`src/hdl/dqr_pkg.sv`:
```
// Shared constants and codes for the double-ended queue with reverse.
`default_nettype none
package dqr_pkg;

    localparam int CAPACITY_DEF = 64;
    localparam int WORD_W       = 32;
    localparam int ACTION_W     = 3;
    localparam int STATUS_W     = 2;

    typedef enum logic [ACTION_W-1:0] {
        ACT_PUSH_BACK  = 3'd0,
        ACT_PUSH_FRONT = 3'd1,
        ACT_POP_BACK   = 3'd2,
        ACT_POP_FRONT  = 3'd3,
        ACT_REVERSE    = 3'd4,
        ACT_CLEAR      = 3'd5
    } t_action;

    typedef enum logic [STATUS_W-1:0] {
        ST_DONE  = 2'd0,
        ST_EMPTY = 2'd1,
        ST_FULL  = 2'd2
    } t_status;

endpackage
`default_nettype wire

```
`src/hdl/dqr_mem.sv`:
```
// Word store: one write port and two registered read ports.
`default_nettype none
module dqr_mem #(
    parameter int DEPTH = dqr_pkg::CAPACITY_DEF,
    parameter int AW    = $clog2(DEPTH)
) (
    input  wire logic                               i_clk,
    input  wire logic                               i_we,
    input  wire logic [AW-1:0]                      i_waddr,
    input  wire logic signed [dqr_pkg::WORD_W-1:0]  i_wdata,
    input  wire logic [AW-1:0]                      i_raddr_a,
    input  wire logic [AW-1:0]                      i_raddr_b,
    output logic signed [dqr_pkg::WORD_W-1:0]       o_rdata_a,
    output logic signed [dqr_pkg::WORD_W-1:0]       o_rdata_b
);

    logic signed [dqr_pkg::WORD_W-1:0] r_mem [DEPTH];

    always_ff @(posedge i_clk) begin
        if (i_we) begin
            r_mem[i_waddr] <= i_wdata;
        end
    end

    always_ff @(posedge i_clk) begin
        o_rdata_a <= r_mem[i_raddr_a];
        o_rdata_b <= r_mem[i_raddr_b];
    end

endmodule
`default_nettype wire

```
`src/hdl/dqr_ctrl.sv`:
```
// Pointer, count and direction control with the action sequencer.
`default_nettype none
module dqr_ctrl #(
    parameter int CAPACITY = dqr_pkg::CAPACITY_DEF,
    parameter int AW       = $clog2(CAPACITY),
    parameter int CW       = $clog2(CAPACITY + 1)
) (
    input  wire logic                               i_clk,
    input  wire logic                               i_rst_n,
    input  wire logic                               start,
    input  wire logic [dqr_pkg::ACTION_W-1:0]       i_action,
    output logic                                    busy,
    output logic                                    o_valid,
    output logic [dqr_pkg::STATUS_W-1:0]            o_status,
    output logic [CW-1:0]                           o_count,
    output logic                                    o_rev,
    output logic [AW-1:0]                           o_first,
    output logic [AW-1:0]                           o_last,
    output logic                                    o_we,
    output logic [AW-1:0]                           o_waddr
);

    typedef enum logic [1:0] {
        S_IDLE,
        S_READ,
        S_OUT
    } t_state;

    localparam logic [AW-1:0] TOP_SLOT = AW'(CAPACITY - 1);
    localparam logic [CW-1:0] FULL_CNT = CW'(CAPACITY);

    t_state                        r_state, n_state;
    logic [AW-1:0]                 r_first, n_first;
    logic [AW-1:0]                 r_last,  n_last;
    logic [CW-1:0]                 r_count, n_count;
    logic                          r_rev,   n_rev;
    logic [dqr_pkg::STATUS_W-1:0]  r_status, n_status;

    logic          accept;
    logic          at_end;
    logic [AW-1:0] last_inc, last_dec, first_inc, first_dec;
    logic [CW-1:0] count_dec;

    assign accept    = start && !busy;
    assign last_inc  = (r_last == TOP_SLOT) ? '0 : r_last + 1'b1;
    assign last_dec  = (r_last == '0) ? TOP_SLOT : r_last - 1'b1;
    assign first_inc = (r_first == TOP_SLOT) ? '0 : r_first + 1'b1;
    assign first_dec = (r_first == '0) ? TOP_SLOT : r_first - 1'b1;
    assign count_dec = r_count - 1'b1;

    always_comb begin
        n_state  = r_state;
        n_first  = r_first;
        n_last   = r_last;
        n_count  = r_count;
        n_rev    = r_rev;
        n_status = r_status;
        o_we     = 1'b0;
        o_waddr  = r_first;
        at_end   = 1'b0;

        case (r_state)
            S_READ:  n_state = S_OUT;
            S_OUT:   n_state = S_IDLE;
            default: n_state = S_IDLE;
        endcase

        if (accept) begin
            n_state  = S_READ;
            n_status = dqr_pkg::ST_DONE;
            case (i_action)
                dqr_pkg::ACT_PUSH_BACK, dqr_pkg::ACT_PUSH_FRONT: begin
                    // The physical end follows the direction flag.
                    at_end = (i_action == dqr_pkg::ACT_PUSH_BACK) ? !r_rev : r_rev;
                    if (r_count >= FULL_CNT) begin
                        n_status = dqr_pkg::ST_FULL;
                    end else begin
                        o_we    = 1'b1;
                        n_count = r_count + 1'b1;
                        if (r_count == '0) begin
                            n_last  = r_first;
                            o_waddr = r_first;
                        end else if (at_end) begin
                            n_last  = last_inc;
                            o_waddr = last_inc;
                        end else begin
                            n_first = first_dec;
                            o_waddr = first_dec;
                        end
                    end
                end
                dqr_pkg::ACT_POP_BACK, dqr_pkg::ACT_POP_FRONT: begin
                    at_end = (i_action == dqr_pkg::ACT_POP_BACK) ? !r_rev : r_rev;
                    if (r_count == '0) begin
                        n_status = dqr_pkg::ST_EMPTY;
                    end else begin
                        n_count = count_dec;
                        if (count_dec == '0) begin
                            n_last = r_first;
                        end else if (at_end) begin
                            n_last = last_dec;
                        end else begin
                            n_first = first_inc;
                        end
                    end
                end
                dqr_pkg::ACT_REVERSE: begin
                    n_rev = !r_rev;
                end
                dqr_pkg::ACT_CLEAR: begin
                    n_count = '0;
                    n_first = '0;
                    n_last  = '0;
                    n_rev   = 1'b0;
                end
                default: begin
                end
            endcase
        end
    end

    always_ff @(posedge i_clk) begin
        if (!i_rst_n) begin
            r_state  <= S_IDLE;
            r_first  <= '0;
            r_last   <= '0;
            r_count  <= '0;
            r_rev    <= 1'b0;
            r_status <= dqr_pkg::ST_DONE;
        end else begin
            r_state  <= n_state;
            r_first  <= n_first;
            r_last   <= n_last;
            r_count  <= n_count;
            r_rev    <= n_rev;
            r_status <= n_status;
        end
    end

    assign busy     = (r_state == S_READ);
    assign o_valid  = (r_state == S_OUT);
    assign o_status = r_status;
    assign o_count  = r_count;
    assign o_rev    = r_rev;
    assign o_first  = r_first;
    assign o_last   = r_last;

endmodule
`default_nettype wire

```
`src/hdl/double_ended_queue_with_reverse_top.sv`:
```
// Top level of the bounded double-ended queue with a reverse action.
//
//  channel   | handshake              | payload
//  ----------+------------------------+--------------------------------------------
//  action in | start, busy            | i_action, i_value
//  result out| o_valid (strobe only)  | o_status, o_count, o_front_value, o_back_value
//
// In the accept cycle the pointers, the count and the direction flag are
// updated and a pushed word is written to the store. In the following cycle
// busy is high while the store is read at both end slots; the store's read
// port is registered. The result beat is then shown for one cycle with
// o_valid, and a new action may be accepted in that same cycle; no new action
// is accepted while busy is high. Reset is synchronous and active low; it
// empties the queue and restores normal order, while the store contents stay
// as they were. The receiver cannot stall, so no result is ever held back.
`default_nettype none
module double_ended_queue_with_reverse_top #(
    parameter int CAPACITY = dqr_pkg::CAPACITY_DEF,
    parameter int AW       = $clog2(CAPACITY),
    parameter int CW       = $clog2(CAPACITY + 1)
) (
    input  wire logic                               i_clk,
    input  wire logic                               i_rst_n,
    input  wire logic                               start,
    output logic                                    busy,
    input  wire logic [dqr_pkg::ACTION_W-1:0]       i_action,
    input  wire logic signed [dqr_pkg::WORD_W-1:0]  i_value,
    output logic                                    o_valid,
    output logic [dqr_pkg::STATUS_W-1:0]            o_status,
    output logic [CW-1:0]                           o_count,
    output logic signed [dqr_pkg::WORD_W-1:0]       o_front_value,
    output logic signed [dqr_pkg::WORD_W-1:0]       o_back_value
);

    logic                              rev;
    logic [AW-1:0]                     first_slot, last_slot, waddr;
    logic                              we;
    logic signed [dqr_pkg::WORD_W-1:0] first_word, last_word;

    dqr_ctrl #(
        .CAPACITY (CAPACITY),
        .AW       (AW),
        .CW       (CW)
    ) u_ctrl (
        .i_clk    (i_clk),
        .i_rst_n  (i_rst_n),
        .start    (start),
        .i_action (i_action),
        .busy     (busy),
        .o_valid  (o_valid),
        .o_status (o_status),
        .o_count  (o_count),
        .o_rev    (rev),
        .o_first  (first_slot),
        .o_last   (last_slot),
        .o_we     (we),
        .o_waddr  (waddr)
    );

    // The store is read at both end slots every cycle; the words captured
    // at the end of the busy cycle belong to the state after the action.
    dqr_mem #(
        .DEPTH (CAPACITY),
        .AW    (AW)
    ) u_mem (
        .i_clk     (i_clk),
        .i_we      (we),
        .i_waddr   (waddr),
        .i_wdata   (i_value),
        .i_raddr_a (first_slot),
        .i_raddr_b (last_slot),
        .o_rdata_a (first_word),
        .o_rdata_b (last_word)
    );

    // When reversed, the last physical slot is the logical front. An empty
    // queue reports zero at both ends.
    always_comb begin
        if (o_count == '0) begin
            o_front_value = '0;
            o_back_value  = '0;
        end else if (rev) begin
            o_front_value = last_word;
            o_back_value  = first_word;
        end else begin
            o_front_value = first_word;
            o_back_value  = last_word;
        end
    end

endmodule
`default_nettype wire

```
`config.mk`:
```
export PLATFORM = sky130hd
export DESIGN_NAME = double_ended_queue_with_reverse_top
export DESIGN_NICKNAME = d
export VERILOG_FILES = /design/src/hdl/dqr_pkg.sv /design/src/hdl/dqr_mem.sv /design/src/hdl/dqr_ctrl.sv /design/src/hdl/double_ended_queue_with_reverse_top.sv
export SDC_FILE = /design/constraint.sdc
export NUM_CORES = 2
export LEC_CHECK = 0
export BUFFER_PORTS_ARGS = -buffer_cell sky130_fd_sc_hd__clkbuf_2
export CORE_MARGIN = 5
export CORE_UTILIZATION = 50
export CTS_BUF_LIST = sky130_fd_sc_hd__clkbuf_2 sky130_fd_sc_hd__clkbuf_4 sky130_fd_sc_hd__clkbuf_8
export CTS_CLUSTER_DIAMETER = 30
export CTS_CLUSTER_SIZE = 16
export DETAILED_ROUTE_END_ITERATION = 10
export MAX_ROUTING_LAYER = met4
export PLACE_DENSITY = 0.69
export SYNTH_ARGS = -nofsm -noshare
export SYNTH_HDL_FRONTEND = slang
export SYNTH_SLANG_ARGS = --single-unit
```
`constraint.sdc`:
```
create_clock -name i_clk -period 6.7 [get_ports i_clk]
set_clock_uncertainty 0.15 [all_clocks]
set_input_delay 1.34 -clock i_clk [delete_from_list [all_inputs] [get_ports i_clk]]
set_output_delay 1.34 -clock i_clk [all_outputs]
set_load 0.03 [all_outputs]
```
# == After elaboration in Yosys (flattened, before gate mapping) ==
# Memories as Yosys holds them, arrays and structs flattened. A register that Yosys moved wholly into a read port is not among the register bits.
# Index checks and enable logic that the tools add are counted.
# word_totals
register_bits,24
ram_bits,2048
inputBits,38
output_inout_bits,75
word_cells,93
mem_count,1
# memory_table
name,depth,word_bits,read_ports,rd_clocked_by_memory_dff,wr,line,text
u_mem.r_mem,64,32,2,2,1,dqr_mem.sv:17,logic signed [dqr_pkg::WORD_W-1:0] r_mem [DEPTH];
# classes
add_sub_neg,6
magnitude_cmp,1
eq_ne,17
muxes,43
bitwise,1
reduce_logical,17
# ops
cell,count
two-way mux 32 bit,4
two-way mux 6 bit,21
one-hot mux 6 bit (3 select lines),2
one-hot mux 7 bit (3 select lines),1
zero test 7 bit,2
two-way mux 7 bit,2
adder 6 x 1 -> 6 bit (second input constant),2
equality test 6 bit (second input constant),2
zero test 6 bit,2
inequality test 2 bit (second input constant),6
subtractor 6 x 1 -> 6 bit (second input constant),2
two-way mux 1 bit,9
AND reduction 8 bit,1
adder 7 x 1 -> 7 bit (second input constant),1
>= comparator 7 bit (second input constant),1
subtractor 7 x 1 -> 7 bit (second input constant),1
equality test 3 x 2 -> 1 bit (second input constant),2
equality test 3 bit (second input constant),2
AND reduction 6 bit,1
OR reduction 2 bit,3
two-way mux 2 bit,2
one-hot mux 2 bit (2 select lines),1
AND reduction 4 bit,1
equality test 3 x 1 -> 1 bit (second input constant),1
12 further kinds,13

# == Longest topological paths before layout ==
# logic_depth
word_depth,7
mapped_depth,14
depth_no_buf,8

# == By module ==
# Synthesis repeated with hierarchy kept, for this count alone.
# unflattened
hier_cells,4854
area_unflattened_um2,99006.2
# by_module_without_submodules
module,instances,cells_per_inst,area_per_inst_um2,seq_area_each_um2
dqr_mem,1,4412,95660.5,62780.2
dqr_ctrl,1,293,2212.1,480.5
double_ended_queue_with_reverse_top,1,149,1133.6,0.0

# == Worst setup path before layout ==
# Ideal clock, no wire load.
# synth_path
kind,flip-flop to flip-flop
start,"register u_ctrl.r_first[1], in the netlist u_ctrl.o_first[1]"
end,"memory u_mem.r_mem[62][0] (netlist name), enable pin"
setup_ns,0.421
t_arrival_ns,4.466
t_required_ns,6.129
slack_ns,1.663
path_stages_with_launch,15
path_buffers,6
synth_period_minus_slack_ns,5.037
cell_sequence,dfxtp_1 buf_2 buf_2 buf_2 clkinv_1 buf_2 clkbuf_1 ha_1 or4b_1 a21bo_2 mux2i_1 mux2i_1 or3_1 buf_2 nor2_1
# synth_via
elab_chain_cells,7
elab_cells_between_ends,8
cone_classes,1 x add/sub; 6 x mux; 1 x reduce/logical
# synth_lines
item,line,text
from (decl),dqr_ctrl.sv:33,"logic [AW-1:0] r_first, n_first;"
from (signal assigned),dqr_ctrl.sv:132,r_first <= n_first;
subtractor 6 x 1 -> 6 bit / zero test 6 bit (equally long branches),dqr_ctrl.sv:48,assign first_dec = (r_first == '0) ? TOP_SLOT : r_first - 1'b1;
two-way mux 6 bit,dqr_ctrl.sv:48,
two-way mux 6 bit,dqr_ctrl.sv:83,end else if (at_end) begin
two-way mux 6 bit,dqr_ctrl.sv:80,if (r_count == '0) begin
two-way mux 6 bit,dqr_ctrl.sv:75,if (r_count >= FULL_CNT) begin
two-way mux 6 bit,dqr_ctrl.sv:71,case (i_action)
two-way mux 6 bit (*),dqr_ctrl.sv:68,if (accept) begin
to (decl),dqr_mem.sv:17,
# Mark *: on every way between the ends. The rest lies on a longest branch, timed or not.

# == Worst setup path in the final report ==
# layout_path
start,"register u_ctrl.r_count[0], in the netlist u_ctrl.o_count[0]"
end,output port o_front_value[30] (netlist name)
# layout_via
elab_chain_cells,2
# layout_lines
item,line,text
from (decl),dqr_ctrl.sv:35,"logic [CW-1:0] r_count, n_count;"
from (signal assigned),dqr_ctrl.sv:134,r_count <= n_count;
zero test 7 bit,double_ended_queue_with_reverse_top.sv:79,if (o_count == '0) begin
two-way mux 32 bit,double_ended_queue_with_reverse_top.sv:79,
to (decl),double_ended_queue_with_reverse_top.sv:31,"output logic signed [dqr_pkg::WORD_W-1:0] o_front_value,"
# Every way passes these cells.

==> impl_results.md <==
- Final setup viols: 0
- DRT Wirelength: 302 mm
- Vias in the first global route: approximately 57000
- Setup WS pre-CTS: about 1.5 ns
- Ys async rst share: 0%
- Worst-margin pin slew: 1.27 ns
- Post-CTS Hold Buffers: 0
- CTS max path bufs: 4
- Hpwl dp: roughly 190 mm
- Initial antenna violation count: 14
- Final Max Slew Viols: 0
- Pre-antenna DRT Iters: 5
- TritonCTS buffer count: approximately 430
- CP Launch Type: register
- Net count, final: approximately 5200
- Die width: 455 microns
- Crit path cell chain: inv_1 -> ha_1 -> nor3b_1 -> and2_4 -> buf_4 -> nor2_1 -> clkbuf_2
- R2r setup slk: approximately 1.8 ns
- Seq cells post-synth: around 2100
- Crit Path Category: register to output pin
- Power Total: about 34 mW
- Number of port buffers: approximately 110
- Initial core utilization: 50.2%
- Area share of the largest cell type after synthesis: around 62%
- Ports: ~110
- CP top delay family: buffers and inverters
- Hold WC Path Type: register to register
- Top cell type by total area after synthesis: edfxtp_1
- Synth area leaders: edfxtp_1 62%, mux4_2 27%, dfxtp_1 1.8%
- R2r worst-path depth: 9
- Dominant synthesized flop cell: edfxtp_1
- Post-DP Area: 103000 sq um
- Die area: between 200000 and 250000 sq um
- Worst skew pair latency: 1.10 ns
- Top-count cell post-synth: edfxtp_1
- Critical path's slowest cell: buf_4
- Lkg Pwr: 34.0 nW
- Sum of buffers and inverters on the critical path: 3
- Initial DRC count: approximately 8700
- Crit-path max FO: 75
- Outcome: finished, final reports clean
- Slew headroom: around 15%
- Peak Freq: 0.197 GHz
- Period utilization: 75.6%
- Final worst slack: between 1.5 and 2 ns
- Reg clk slew, reported paths: 0.05 ns
- Critical path depth: 7
- Post-synth EDFFs: between 2000 and 2500
- Hold Crit Depth: 2
- Post-route setup TNS: 0 ns
- Row count: roughly 160
- Share of cells above drive strength 1: ~43%
- Max incr delay on CP: roughly 0.67 ns
- Global-route wire length before repair: 427 mm
- Syn Inst Count: around 4800
- Placer Congestion: roughly 0.93
- Die Height: 455 microns
- WP data required: ~5.2 ns
- DR vias/cell: about 7.0
- Post-Syn Nets: 4845
- Avg Inst Size Synth: roughly 21 sq um
- Sequential element share of the synthesized area: roughly 64%
- Total track usage: ~30%
- DRC viols: 0
- Core Area: 197000 sq um
- CP arrival: roughly 3.6 ns
- Mapped Area: between 90000 and 100000 sq um
- # resized after CTS: 0
- Syn. warnings: 0
- Final Hold Viols: 0
- Gr ovfl total: 0
- CTS tree: done
- Distinct cells, synth: 76
- Postcts setup bufs: 0
- RSZ-0062 raised after global routing: false
- H-tree depth: 5
- Vias: 56900
- Hold WS: 0.321 ns
- # clock sinks: around 2100
- Finished Cell Area: around 110000 sq um
- CP Capture Type: output pin
- Final antenna-violating net count: 0
- Area grow syn2layout: 14.3%
- Post-synth top cells: 2048 x edfxtp_1, 1181 x mux4_2, 186 x nor2_1
- MaxCap Viol Count: 0
- CTS root buffer: clkbuf_8
- Worst VDD drop: ~210 uV
- Routed len/inst: approximately 37 microns
- Min Tclk post-route: ~5.1 ns
- Largest net degree at the start of global routing: 115
- Pwr dens: roughly 300 nW/um^2
- Layout filler cell count: 14400
## layer usage
| metal | GRT usage, % | vias up | share of wire [%] |
|---|---|---|---|
| met2 | 44.2 | 4185 | 46 |
| li1 | - | 21800 | - |
| met4 | 12.2 | 0 | 4.5 |
| met1 | 40.9 | 30200 | 36 |
| met3 | 7.61 | 660 | 13 |
| met5 | - | - | 0 |
## metrics by stage
step                cells  utilization, %
CTS                  8141            57.4
finish               8148            57.4
floorplan            4797               -
global placement     7358            52.4
global route         8145            57.4
detailed placement   7358            52.4
## layout make-up
type | instances | area, sq um | share of cell area [%]
multi-input combinational | 2255 | 34100 | 30.2
clock buffer | 488 | 6450 | 5.70
antenna | 7 | 17.5 | 0.0155
tap | 2640 | 3300 | 2.92
clock inverter | 295 | 3480 | 3.08
timing repair buffer | 311 | 2370 | 2.09
sequential | 2136 | 63300 | 56.0
inverter | 16 | 61.3 | 0.0542
## state kept, by name (all words and copies together), names as in the netlist
register,count
u_ctrl.o_first,6
u_ctrl.o_status,2
u_ctrl.o_count,7
u_mem.r_mem,2048
u_mem.o_rdata_b,32
u_ctrl.o_rev,1
u_ctrl.o_last,6
u_mem.o_rdata_a,32
u_ctrl.r_state,2
## worst paths after layout
path,startpoint,to
worst min-delay path,u_ctrl.o_status[0],u_ctrl.o_status[0]
worst max register to register,u_ctrl.o_first[1],u_mem.r_mem[2][25]
worst max-delay path,u_ctrl.o_count[0],o_front_value[30]
worst min register to register,u_ctrl.o_status[0],u_ctrl.o_status[0]
## tightest hold or removal path: stages (launching register included)
cell     delay, ns
dfxtp_1       0.32
nand2_1       0.06
a21oi_1       0.05
## layout by cell type (no fill, tap or decap), types with 9 or more instances in the layout
cell type,count
nor2b_1,59
a211oi_1,70
mux2i_1,152
a21oi_1,49
clkinv_2,59
ha_1,10
inv_6,25
a311oi_1,14
buf_4,174
a31oi_1,35
edfxtp_1,2048
a221oi_1,11
o22ai_1,41
o21ai_0,25
nand2_1,140
buf_12,25
clkinv_1,52
nand2b_1,10
nand3_1,38
inv_1,14
nor2_4,64
nor3_1,15
buf_2,11
clkbuf_8,445
o221ai_1,11
nor2_1,121
mux4_2,1181
a221o_1,13
a22oi_1,40
mux2_2,23
bufinv_16,67
and2_1,18
dfxtp_4,12
clkbuf_2,101
o32ai_1,9
clkinv_4,36
clkinvlp_4,50
dfxtp_1,76
clkbuf_4,43
## kinds of logic after synthesis
logic type / synth area share, %
simple gates: 2.31
flops: 64.0
compound gates: 2.74
mux: 28.7
fa+ha+maj: 0.127
xor+xnor: 0.0886
buf+inv: 2.05
## power breakdown
| part | leakage [nW] | total [mW] | internal [mW] | switching [mW] |
|---|---|---|---|---|
| combinational | 9.90 | 3.54 | 1.35 | 2.19 |
| clock | 4.96 | 15.3 | 9.17 | 6.17 |
| sequential | 19.1 | 14.9 | 14.8 | 0.173 |
| total | 34.0 | 33.8 | 25.3 | 8.53 |
(Power assumes the default switching activity.)
